--- src/hdl/sharded_token_bucket_limiter_assert.svh ---
// ----------------------------------------------------------------------------
// Assertion macros for the sharded token bucket limiter
// Concurrent checks on internal control of the limiter, one use to a line.
// ----------------------------------------------------------------------------
`ifndef SHARDED_TOKEN_BUCKET_LIMITER_ASSERT_SVH
`define SHARDED_TOKEN_BUCKET_LIMITER_ASSERT_SVH

// The consequent must hold in the same cycle as the antecedent.
`define STBL_ASSERT_SAME(label, clk, rst, ante, cons, msg) \
   label: assert property (@(posedge clk) disable iff (rst) (ante) |-> (cons)) \
      else $error(msg);

// The consequent must hold in the cycle after the antecedent.
`define STBL_ASSERT_NEXT(label, clk, rst, ante, cons, msg) \
   label: assert property (@(posedge clk) disable iff (rst) (ante) |=> (cons)) \
      else $error(msg);

`endif

--- src/hdl/stbl_pkg.sv ---
// ----------------------------------------------------------------------------
// stbl_pkg
// Shared types and constants of the sharded token bucket limiter.
// ----------------------------------------------------------------------------
`timescale 1ns / 1ps
`default_nettype none

package stbl_pkg;

   localparam int HASH_W  = 64;
   localparam int TIME_W  = 48;
   localparam int TOKEN_W = 32;

   localparam logic [HASH_W-1:0]  HASH_BASIS   = 64'hCBF2_9CE4_8422_2325;
   localparam logic [TOKEN_W-1:0] ONE_TOKEN    = 32'h0001_0000;
   localparam logic [TOKEN_W-1:0] REFILL_RESET = 32'd655;
   localparam logic [TOKEN_W-1:0] CAP_RESET    = 32'd655360;

   // Decision queue between the hash front and the bucket back end.
   localparam int QDEPTH = 32;
   localparam int QCNT_W = $clog2(QDEPTH + 1);

   localparam int CSR_IDX_W = 1;

   typedef enum logic [CSR_IDX_W-1:0] {
      CSR_REFILL_PER_MS = 1'b0,
      CSR_BURST_CAP     = 1'b1
   } csr_index_type;

   typedef enum logic [1:0] {
      BK_CLEAR,
      BK_IDLE,
      BK_CALC,
      BK_APPLY
   } back_state_type;

   typedef struct packed {
      logic [HASH_W-1:0] hash;
      logic [TIME_W-1:0] now;
   } hash_req_type;

   typedef struct packed {
      logic               used;
      logic [TOKEN_W-1:0] level;
      logic [TIME_W-1:0]  last;
   } bucket_type;

   typedef struct packed {
      logic clear_done;
      logic pop;
   } bk_status_type;

endpackage

`default_nettype wire

--- src/hdl/stbl_mod.sv ---
// ----------------------------------------------------------------------------
// stbl_mod
// Pipelined hash modulo shard count, one hash nibble per stage, MSB first.
// ----------------------------------------------------------------------------
`timescale 1ns / 1ps
`default_nettype none

module stbl_mod import stbl_pkg::*; #(
   parameter int SHARDS = 16,
   parameter int RW     = 4
) (
   input  logic              clock,
   input  logic              reset,
   input  logic              in_valid,
   input  hash_req_type      in_req,
   output logic              out_valid,
   output logic [RW-1:0]     out_shard,
   output logic [TIME_W-1:0] out_now
);

   localparam int STAGES = HASH_W / 4;
   localparam int XW     = RW + 4;

   logic              valid_ff [STAGES];
   logic              valid_in [STAGES];
   logic [RW-1:0]     rem_ff   [STAGES];
   logic [RW-1:0]     rem_in   [STAGES];
   logic [HASH_W-1:0] hash_ff  [STAGES];
   logic [HASH_W-1:0] hash_in  [STAGES];
   logic [TIME_W-1:0] now_ff   [STAGES];
   logic [TIME_W-1:0] now_in   [STAGES];

   logic              st_valid [STAGES];
   logic [RW-1:0]     st_rem   [STAGES];
   logic [HASH_W-1:0] st_hash  [STAGES];
   logic [TIME_W-1:0] st_now   [STAGES];
   logic [XW-1:0]     st_x     [STAGES];
   logic [XW-1:0]     st_red   [STAGES];

   always_comb begin
      st_valid[0] = in_valid;
      st_rem[0]   = '0;
      st_hash[0]  = in_req.hash;
      st_now[0]   = in_req.now;
      for (int s = 1; s < STAGES; s++) begin
         st_valid[s] = valid_ff[s-1];
         st_rem[s]   = rem_ff[s-1];
         st_hash[s]  = hash_ff[s-1];
         st_now[s]   = now_ff[s-1];
      end

      // The running remainder stays below SHARDS, so the shifted value is below
      // sixteen times SHARDS and one of fifteen constant multiples is taken off.
      for (int s = 0; s < STAGES; s++) begin
         st_x[s]   = {st_rem[s], st_hash[s][HASH_W-1-4*s -: 4]};
         st_red[s] = st_x[s];
         for (int j = 1; j < 16; j++) begin
            if (st_x[s] >= XW'(j * SHARDS)) begin
               st_red[s] = st_x[s] - XW'(j * SHARDS);
            end
         end
         valid_in[s] = st_valid[s];
         rem_in[s]   = st_red[s][RW-1:0];
         hash_in[s]  = st_hash[s];
         now_in[s]   = st_now[s];
      end
   end

   always_ff @(posedge clock) begin
      for (int s = 0; s < STAGES; s++) begin
         if (reset) begin
            valid_ff[s] <= 1'b0;
         end else begin
            valid_ff[s] <= valid_in[s];
         end
      end
   end

   always_ff @(posedge clock) begin
      for (int s = 0; s < STAGES; s++) begin
         rem_ff[s]  <= rem_in[s];
         hash_ff[s] <= hash_in[s];
         now_ff[s]  <= now_in[s];
      end
   end

   assign out_valid = valid_ff[STAGES-1];
   assign out_shard = rem_ff[STAGES-1];
   assign out_now   = now_ff[STAGES-1];

endmodule

`default_nettype wire

--- config.mk ---
export PLATFORM = sky130hd
export DESIGN_NAME = stbl_mod
export DESIGN_NICKNAME = d
export VERILOG_FILES = /design/src/hdl/sharded_token_bucket_limiter_assert.svh /design/src/hdl/stbl_pkg.sv /design/src/hdl/stbl_mod.sv
export SDC_FILE = /design/constraint.sdc
export NUM_CORES = 1
export LEC_CHECK = 0
export ABC_AREA = 1
export ABC_CLOCK_PERIOD_IN_PS = 800
export BUFFER_PORTS_ARGS = -buffer_cell sky130_fd_sc_hd__buf_2
export CAP_MARGIN = 20
export CORE_UTILIZATION = 47
export CTS_CLUSTER_SIZE = 24
export DETAILED_ROUTE_END_ITERATION = 7
export PLACE_DENSITY = 0.79
export SYNTH_ARGS = -nofsm -noshare
export SYNTH_HDL_FRONTEND = slang
export SYNTH_SLANG_ARGS = --single-unit
--- constraint.sdc ---
create_clock -name clock -period 0.8 [get_ports clock]
set_input_delay 0.08 -clock clock [delete_from_list [all_inputs] [get_ports clock]]
set_output_delay 0.08 -clock clock [all_outputs]
set_load 0.005 [all_outputs]
==> results of run 1 <==
## final cells by class
class,instances,area share
Sequential cell,848,0.796
Clock buffer,98,0.0999
Timing Repair Buffer,161,0.0519
Tap cell,468,0.0274
Clock inverter,37,0.0188
Multi-Input combinational cell,16,0.00316
Inverter,16,0.00281
## timing repair
item	CTS	global route
endpoints found under the setup margin	53	53
endpoints found under the hold margin	68	0
resized for setup	5	16
hold buffers	54	0
gates cloned	0	0
setup buffers	0	0
## sequential cells by signal, indices dropped and copies added, names as in the netlist
signal	flops
now_ff	768
hash_ff	61
valid_ff	16
rem_ff	3
## power by group
group          internal (mW)  switching (mW)
Combinational          0.367           0.151
Sequential              44.5           0.500
Clock                   20.9            14.2
Total                   65.7            14.8
## cell families after synthesis
kind of cell	synth area share
AND/OR/NAND/NOR	0.00386
buffers and inverters	0.0272
flip-flops	0.969
## metrics by stage
step / hold slack (ns) / setup TNS [ns] / setup slack [ns]
after global routing: 0.117 / -16.05 / -0.336
final: 0.142 / -13.24 / -0.278
after floorplan: 0.108 / 0 / 0.327
after CTS: 0.0991 / -15.36 / -0.325
after detailed placement: 0.184 / 0 / 0.204
after global placement: 0.182 / 0 / 0.268
## layer usage
layer  up-vias  global-route usage  share of wire  routed length, um
li1       3182                   -              -                  -
met4         0              0.0595          0.034                577
met5         -                   0              0                  0
met3        53              0.0351          0.063               1070
met1      2324               0.111           0.47               7890
met2       139               0.141           0.44               7430
## worst min path at each step
stage,startpoint,to,slack (ns),depth (start not counted)
2_1_floorplan,in_req[48],hash_ff[0][0],0.11,0
3_3_place_gp,in_req[4],now_ff[0][4],0.18,1
3_5_place_dp,in_req[41],now_ff[0][41],0.18,1
4_1_cts,in_req[44],now_ff[0][44],0.1,2
5_1_grt,in_req[35],now_ff[0][35],0.12,2
6_report,in_req[44],now_ff[0][44],0.14,2
## synthesized netlist by cell type (all sizes together)
cell type | n | area share
buf | 54 | 0.024
inv | 16 | 0.0034
nor2 | 16 | 0.0039
dfxtp | 848 | 0.97
==> summary.txt, run 1 <==
Die
  • I/O pins: 168
  • Starting Density: 0.479
  • Row cnt: 70
  • DIE AREA: 38100 um^2
  • Die W: 195 um
  • Core area: about 37000 um^2
  • Die Y: 195 um

Layout
  • Share of cells above drive strength 1: 0.217
  • Area of the multi-input gates: 67.6 um^2
  • FF+latch area: 17000 um^2
  • ANT cells: 0
  • Post-route insts no fill: 1644
  • P&R area growth vs syn: 21.9%
  • Fill cell count: ~2.7k
  • Commonest non-fill, non-tap cell in the layout: dfxtp_1
  • Design Area, Final: 21400 um^2
  • Final core utilization: 0.583
  • Most frequent cells in the layout: dfxtp_1, buf_2, clkbuf_16
  • Fin nets: 1233

Global route
  • Largest net degree at the start of global routing: 18
  • First-pass GRT wire length: 28400 um
  • Grt ovf: 0
  • Vias in the first global route: 6040
  • Gr usage total: 0.0929
  • Initial antenna violation count: 0

Clock network
  • CTS root buf: clkbuf_16
  • CTS Buf Count: 75
  • Clock transition at path regs: 0.06 ns
  • Clk buf depth: 3
  • Clk sinks: 848
  • H-tree depth: 3
  • CTS tree: yes
  • Worst skew pair latency: about 0.57 ns

Drt
  • DRT antenna net count: 0
  • Vias per cell: 3.47
  • DR pass1 iterations: 3
  • DR WL/cell: 10.3 um
  • Initial DRC Count: between 200 and 250
  • DRC errors left: 0
  • Final Routed Wirelength: 17000 um
  • Vias: around 5.7k

Synth
  • Mapped Area: 17500 um^2
  • Register bit total from synthesis: 848
  • Mapped Nets: around 1.0k
  • Sequential area share after synthesis: 0.969
  • Post-synthesis instance total: approximately 930
  • Yosys warns: 0
  • Syn Area/Cell: 18.8 um^2
  • Synth unique cells: 7

Critical path
  • CP cell instances: buf_2
  • Critical path capture point: out_now[33]
  • Worst-case reg-to-reg path depth: 2
  • Worst reg2reg path startpoint: valid_ff[0][5]
  • Crit path max-delay family: flip-flops
  • CP arrival: 1.00 ns
  • Critical R2R Capture: valid_ff[0][6]
  • Critical path class: flop to primary output
  • Worst path depth: 1
  • R2R Setup Slk: about 0.28 ns
  • Worst path required time: around 0.72 ns
  • Worst path max stage delay: 0.31 ns
  • Crit. End Element: primary output
  • CP startpoint kind: flop
  • Worst setup path startpoint: now_ff[1][369]
  • CP max FO: 1
  • Worst Path Buf+Inv: 1
  • CP max stage cell: dfxtp_2

STA
  • Worst clock skew: 0.0196 ns
  • Final slew viol count: 0
  • Ratio of final minimum period to clock period: 1.35
  • Fin. Hold Viols: 0
  • Final worst slack: -0.278 ns
  • Final-report setup violation count: 53
  • Least-Margin Pin Slew: 0.292 ns
  • Rel. slew slack: 0.805
  • Unrepaired setup endpoints after global routing: true
  • Min cycle time layout: 1.08 ns
  • Max frequency: 0.928 GHz

Placed design
  • Detailed placer's ending HPWL: approximately 8700 um
  • GPL Wtd Cong: 0.645
  • Dpl cells: 1455
  • Number of port buffers: 107
  • Post-DP Area: approximately 18000 um^2

Power and ir drop
  • Final Total Pwr: 80.6 mW
  • P_leak: just over 9 nW
  • Peak VDD IR: 2240 uV
  • Pwr/cell area: between 3000 and 4000 nW/um^2

Run status
  • Status: finished with violations
  • Failing checks: negative setup slack

Min path
  • Min-delay worst type: primary input to flop

Run
  • Max Cap Viol: 0
No activity file was read; power rests on OpenSTA's default activity.
==> run 2: changes to the inputs <==
--- a/config.mk
+++ b/config.mk
@@ -9,10 +9,13 @@
 export ABC_CLOCK_PERIOD_IN_PS = 800
 export BUFFER_PORTS_ARGS = -buffer_cell sky130_fd_sc_hd__buf_2
 export CAP_MARGIN = 20
-export CORE_UTILIZATION = 47
+export CELL_PAD_IN_SITES_DETAIL_PLACEMENT = 1
+export CELL_PAD_IN_SITES_GLOBAL_PLACEMENT = 2
+export CORE_ASPECT_RATIO = 1.2
+export CORE_UTILIZATION = 38
 export CTS_CLUSTER_SIZE = 24
 export DETAILED_ROUTE_END_ITERATION = 7
-export PLACE_DENSITY = 0.79
+export PLACE_DENSITY = 0.83
 export SYNTH_ARGS = -nofsm -noshare
 export SYNTH_HDL_FRONTEND = slang
 export SYNTH_SLANG_ARGS = --single-unit
==> run 2 against run 1 <==
Compared with the run above:
- the flow still finishes with violations (negative setup slack)
- count of clock-buffer cells in the layout up 22
- clock power increased by 3%
- design area up 1.1%
- sequential share of layout area is 0.89 points lower
- clock skew decreased by 0.0019 ns
- worst setup slack worse by 0.015 ns
- cell count grew 8.7%
==> summary.txt, run 2 (synthesis gave the netlist of run 1 again) <==
Critical path
  • Worst path max stage delay: around 0.31 ns
  • Worst Path Buf+Inv: 1
  • CP max FO: 1
  • Worst-case reg-to-reg path depth: 2
  • CP startpoint kind: flop
  • Critical R2R Capture: valid_ff[1][1]
  • CP cell instances: buf_2
  • CP max stage cell: dfxtp_2
  • CP arrival: between 1 and 1.5 ns
  • Crit path max-delay family: flip-flops
  • Worst reg2reg path startpoint: valid_ff[1][0]
  • Worst path required time: 0.72 ns
  • Crit. End Element: primary output
  • Critical path class: flop to primary output
  • R2R Setup Slk: between 0.2 and 0.3 ns

Global route
  • Vias in the first global route: 6393
  • Initial antenna violation count: 0
  • Grt ovf: 0
  • First-pass GRT wire length: 31600 um
  • Gr usage total: 0.0862
  • Largest net degree at the start of global routing: 17

Layout
  • ANT cells: 0
  • Max reg flops: 768
  • Area of the multi-input gates: about 68 um^2
  • FF+latch area: around 17000 um^2
  • Top Registers: now_ff (768), hash_ff (61), valid_ff (16)
  • Commonest non-fill, non-tap cell in the layout: dfxtp_1
  • Fill cell count: about 4.2k
  • Register with the most flip-flops: now_ff
  • Fin nets: 1234
  • Share of cells above drive strength 1: 0.207
  • Most frequent cells in the layout: dfxtp_1, buf_2, clkbuf_16
  • P&R area growth vs syn: 23.2%

Die
  • Core area: between 40000 and 50000 um^2
  • Row cnt: 85
  • DIE AREA: 47000 um^2
  • I/O pins: 168
  • Starting Density: 0.388
  • Die Y: between 200 and 250 um
  • Die W: 198 um

Min path
  • Hold Path Sink: now_ff[0][36]
  • Hold path start: in_req[36]
  • Min-delay worst type: primary input to flop
  • Hold Crit Depth: 2

STA
  • Max frequency: 0.915 GHz
  • Final slew viol count: 0
  • Final-report setup violation count: 53
  • Rel. slew slack: 0.816
  • Hold Slack: 0.134 ns
  • Worst clock skew: ~0.018 ns
  • Ratio of final minimum period to clock period: 1.37
  • Final worst slack: -0.293 ns
  • Unrepaired setup endpoints after global routing: true
  • Least-Margin Pin Slew: about 0.28 ns
  • Fin. Hold Viols: 0
  • Min cycle time layout: 1.09 ns

Drt
  • Vias per cell: 3.29
  • Final Routed Wirelength: 19200 um
  • DRC errors left: 0
  • Initial DRC Count: 153
  • Vias: 5878
  • DR WL/cell: 10.7 um
  • DR pass1 iterations: 4
  • DRT antenna net count: 0

Placed design
  • GPL Wtd Cong: 0.593
  • Detailed placer's ending HPWL: about 10000 um
  • Number of port buffers: 107

Power and ir drop
  • P_leak: 9.14 nW
  • Peak VDD IR: 2020 uV
  • Pwr/cell area: 3780 nW/um^2
  • Final Total Pwr: about 82 mW

Clock network
  • CTS Buf Count: 76
  • Clock transition at path regs: 0.06 ns
  • H-tree depth: 3
  • Clk buf depth: 3
  • CTS tree: yes
  • Clk sinks: roughly 850
  • Worst skew pair latency: 0.58 ns
  • CTS root buf: clkbuf_16
  • Setup bufs post-CTS: 0

Run
  • Max Cap Viol: 0

Run status
  • Failing checks: negative setup slack
  • Status: finished with violations
## run 2: cell types whose count changed in the layout (fill, tap and decap cells not counted), sizes merged
cell,before,now
clkbuf,98,120
clkinv,23,11
inv,22,16
bufinv,6,5
clkinvlp,2,1
## run 2: what timing repair did
item	in CTS	in global routing
gates resized for setup	13	10
endpoints found under the setup margin	53	53
endpoints found under the hold margin	68	0
hold buffers	54	0
gates cloned	0	0
## run 2: per-layer routing
metal	global-route usage	share of wire	vias to the layer above
li1	-	-	3178
met3	0.0294	0.060	67
met4	0.0672	0.045	0
met2	0.130	0.46	144
met1	0.100	0.44	2489
met5	0	0	-
## run 2: how the worst max path moves through the flow
stage / startpoint / endpoint / slack [ns] / depth (start not counted)
after detailed placement: reset / valid_ff[1][1] / 0.21 / 2
after global placement: reset / valid_ff[1][3] / 0.28 / 2
after CTS: now_ff[1][342] / out_now[6] / -0.35 / 1
after floorplan: now_ff[1][336] / out_now[0] / 0.33 / 1
final: now_ff[1][381] / out_now[45] / -0.29 / 1
after global routing: now_ff[1][342] / out_now[6] / -0.35 / 1
## run 2: worst register-to-register path: stages (launching register included)
cell,delay [ns]
dfxtp_1,0.31
inv_1,0.04
nor2_1,0.10
## run 2: metrics by stage
step                      area (um^2)   util  worst slack [ns]  cells  TNS, ns
final                           21600  0.478            -0.293   1787   -14.00
after global routing            21600  0.478            -0.353   1787   -17.12
after CTS                       21600  0.477            -0.354   1787   -16.91
after detailed placement        18400  0.407             0.211   1596        0
after global placement          18400  0.407             0.276   1596        0
after floorplan                 17500      -             0.327    934        0
## run 2: where the power goes
part	total, mW	internal (mW)	switching, mW	leakage [nW]
sequential	45.0	44.5	0.528	7.15
combinational	0.525	0.373	0.152	0.711
clock	36.0	22.0	14.1	1.28
total	81.6	66.8	14.8	9.14
## run 2: layout make-up
class | count | share of cell area
Clock buffer | 120 | 0.110
Timing Repair Buffer | 161 | 0.0519
Inverter | 16 | 0.00278
Multi-Input combinational cell | 16 | 0.00313
Tap cell | 609 | 0.0353
Clock inverter | 17 | 0.00985
Sequential cell | 848 | 0.787
==> run 3: changes to the inputs <==
--- a/config.mk
+++ b/config.mk
@@ -11,7 +11,6 @@
 export CAP_MARGIN = 20
 export CELL_PAD_IN_SITES_DETAIL_PLACEMENT = 1
 export CELL_PAD_IN_SITES_GLOBAL_PLACEMENT = 2
-export CORE_ASPECT_RATIO = 1.2
 export CORE_UTILIZATION = 38
 export CTS_CLUSTER_SIZE = 24
 export DETAILED_ROUTE_END_ITERATION = 7
==> run 3 against run 2 <==
Compared with the run above:
- the flow still finishes with violations (negative setup slack)
- sequential power is essentially flat
- clock power up 3%
- critical path depth stayed put
- first-iteration DRC count grew 51%
- flip-flop and latch count did not move
- cell count about the same
- via count is 1.2% lower
- die area about the same
- fmax is 1.2% lower
- worst setup slack worse by 0.014 ns
- critical endpoint is now out_now[15]
==> summary.txt, run 3 (synthesis gave the netlist of run 1 again) <==
Run status
  • Status: finished with violations
  • Failing checks: negative setup slack

Die
  • Row cnt: 78
  • I/O pins: around 170
  • Die Y: around 220 um
  • DIE AREA: roughly 47000 um^2
  • Core area: 45400 um^2
  • Starting Density: 0.386
  • Die W: 217 um

Critical path
  • Worst-case reg-to-reg path depth: 2
  • R2R Setup Slk: 0.24 ns
  • Worst path depth: 1
  • Worst setup path startpoint: now_ff[1][351]
  • Critical R2R Capture: valid_ff[1][0]
  • Worst path required time: 0.72 ns
  • CP max stage cell: dfxtp_2
  • Critical path capture point: out_now[15]
  • CP startpoint kind: flop
  • Crit path max-delay family: flip-flops
  • CP cell instances: buf_2
  • Critical path class: flop to primary output
  • Worst reg2reg path startpoint: valid_ff[0][7]
  • CP max FO: 1
  • Worst Path Buf+Inv: 1
  • CP arrival: approximately 1.0 ns
  • Worst path max stage delay: 0.32 ns
  • Crit. End Element: primary output

STA
  • Min cycle time layout: 1.11 ns
  • Final worst slack: -0.307 ns
  • Final slew viol count: 0
  • Worst clock skew: 0.0137 ns
  • Ratio of final minimum period to clock period: 1.38
  • Setup TNS: -14.49 ns
  • Least-Margin Pin Slew: 0.305 ns
  • Fin. Hold Viols: 0
  • Final-report setup violation count: 53
  • Max frequency: 0.904 GHz
  • Unrepaired setup endpoints after global routing: true
  • Rel. slew slack: 0.796

Min path
  • Hold path start: in_req[49]
  • Hold Crit Depth: 2
  • Min-delay worst type: primary input to flop

Clock network
  • Setup bufs post-CTS: 0
  • Clk sinks: 848
  • Clock transition at path regs: 0.06 ns
  • Worst skew pair latency: 0.59 ns
  • H-tree depth: 3
  • CTS tree: yes
  • CTS Buf Count: 78
  • CTS root buf: clkbuf_16
  • Clk buf depth: 3

Placed design
  • Post-DP Area: 18400 um^2
  • Detailed placer's ending HPWL: ~11000 um
  • Number of port buffers: between 100 and 150
  • GPL Wtd Cong: 0.674
  • Dpl cells: 1587

Power and ir drop
  • Logic pwr share: 0.007
  • Cell Int Power: 67.4 mW
  • Switching part of the total: 0.185
  • Register share of total power: 0.545
  • Clk pwr share: 0.449
  • Peak VDD IR: 1730 uV
  • Pwr/cell area: 3810 nW/um^2
  • NetSw: 15.3 mW
  • P_leak: 9.20 nW

Global route
  • Largest net degree at the start of global routing: 17
  • Vias in the first global route: ~6.6k
  • Global route hottest layer: met2
  • M1 GR Usage: 0.107
  • First-pass GRT wire length: roughly 34000 um
  • Grt ovf: 0
  • Met3 usage: 0.0319
  • Met2 usage: 0.143
  • Initial antenna violation count: 0
  • Gr usage total: 0.0913

Drt
  • DR pass1 iterations: 4
  • Vias: 5808
  • DRT antenna net count: 0
  • Initial DRC Count: 231
  • DR WL/cell: 11.4 um
  • DRC errors left: 0
  • Vias per cell: roughly 3.3
  • Final Routed Wirelength: 20300 um

Layout
  • ANT cells: 0
  • Max reg flops: 768
  • P&R area growth vs syn: 23.8%
  • Design Area, Final: 21700 um^2
  • Top Registers: now_ff (768), hash_ff (61), valid_ff (16)
  • Fin nets: between 1k and 1.5k
  • Share of cells above drive strength 1: 0.216
  • Most frequent cells in the layout: dfxtp_1, buf_2, clkbuf_16
  • Post-route insts no fill: 1786
  • Commonest non-fill, non-tap cell in the layout: dfxtp_1
  • Register with the most flip-flops: now_ff

Run
  • Max Cap Viol: 0
-- run 3: cell types whose count changed in the layout (fill, tap and decap cells not counted), moves of 3 or more --
cell      change
buf_6         +3
inv_6         +4
clkinv_2      +5
buf_2         -3
-- run 3: area by class of cell --
type | instances | area (um^2)
Clock buffer | 116 | 2340
Tap cell | 600 | 751
Sequential cell | 848 | 17000
Multi-Input combinational cell | 16 | 67.6
Clock inverter | 29 | 340
Timing Repair Buffer | 161 | 1140
Fill cell | 4235 | 23700
Inverter | 16 | 60.1
-- run 3: worst min-delay path by stage --
stage | to | slack (ns)
floorplan | hash_ff[0][0] | 0.11
global placement | now_ff[0][34] | 0.18
detailed placement | hash_ff[0][3] | 0.18
CTS | hash_ff[0][1] | 0.08
global route | hash_ff[0][1] | 0.09
finish | hash_ff[0][1] | 0.13
-- run 3: routing by layer --
| metal | vias to the layer above | wire, um |
|---|---|---|
| met1 | 2428 | 9200 |
| met4 | 0 | 705 |
| met3 | 57 | 1240 |
| met5 | - | 0 |
| met2 | 136 | 9170 |
| li1 | 3187 | - |
-- run 3: repair_timing --
action,CTS,global route
endpoints found under the setup margin,53,53
gates resized for setup,12,16
endpoints found under the hold margin,68,0
hold buffers,54,0
-- run 3: per-stage QoR --
stage	setup WS, ns	hold WS (ns)	total power, mW	util
detailed placement	0.210	0.184	46.3	0.405
floorplan	0.327	0.108	45.9	-
global route	-0.360	0.0918	86.2	0.478
CTS	-0.364	0.0795	84.0	0.477
finish	-0.307	0.127	82.7	0.478
global placement	0.274	0.184	46.2	0.405
-- run 3: power by group through the flow --
stage | sequential [mW] | clock, mW | combinational, mW
final | 45.0 | 37.1 | 0.544
after global routing | 45.3 | 40.4 | 0.593
after CTS | 45.1 | 38.4 | 0.526
after detailed placement | 46.0 | 0 | 0.308
after global placement | 45.9 | 0 | 0.297
after floorplan | 45.7 | 0 | 0.238
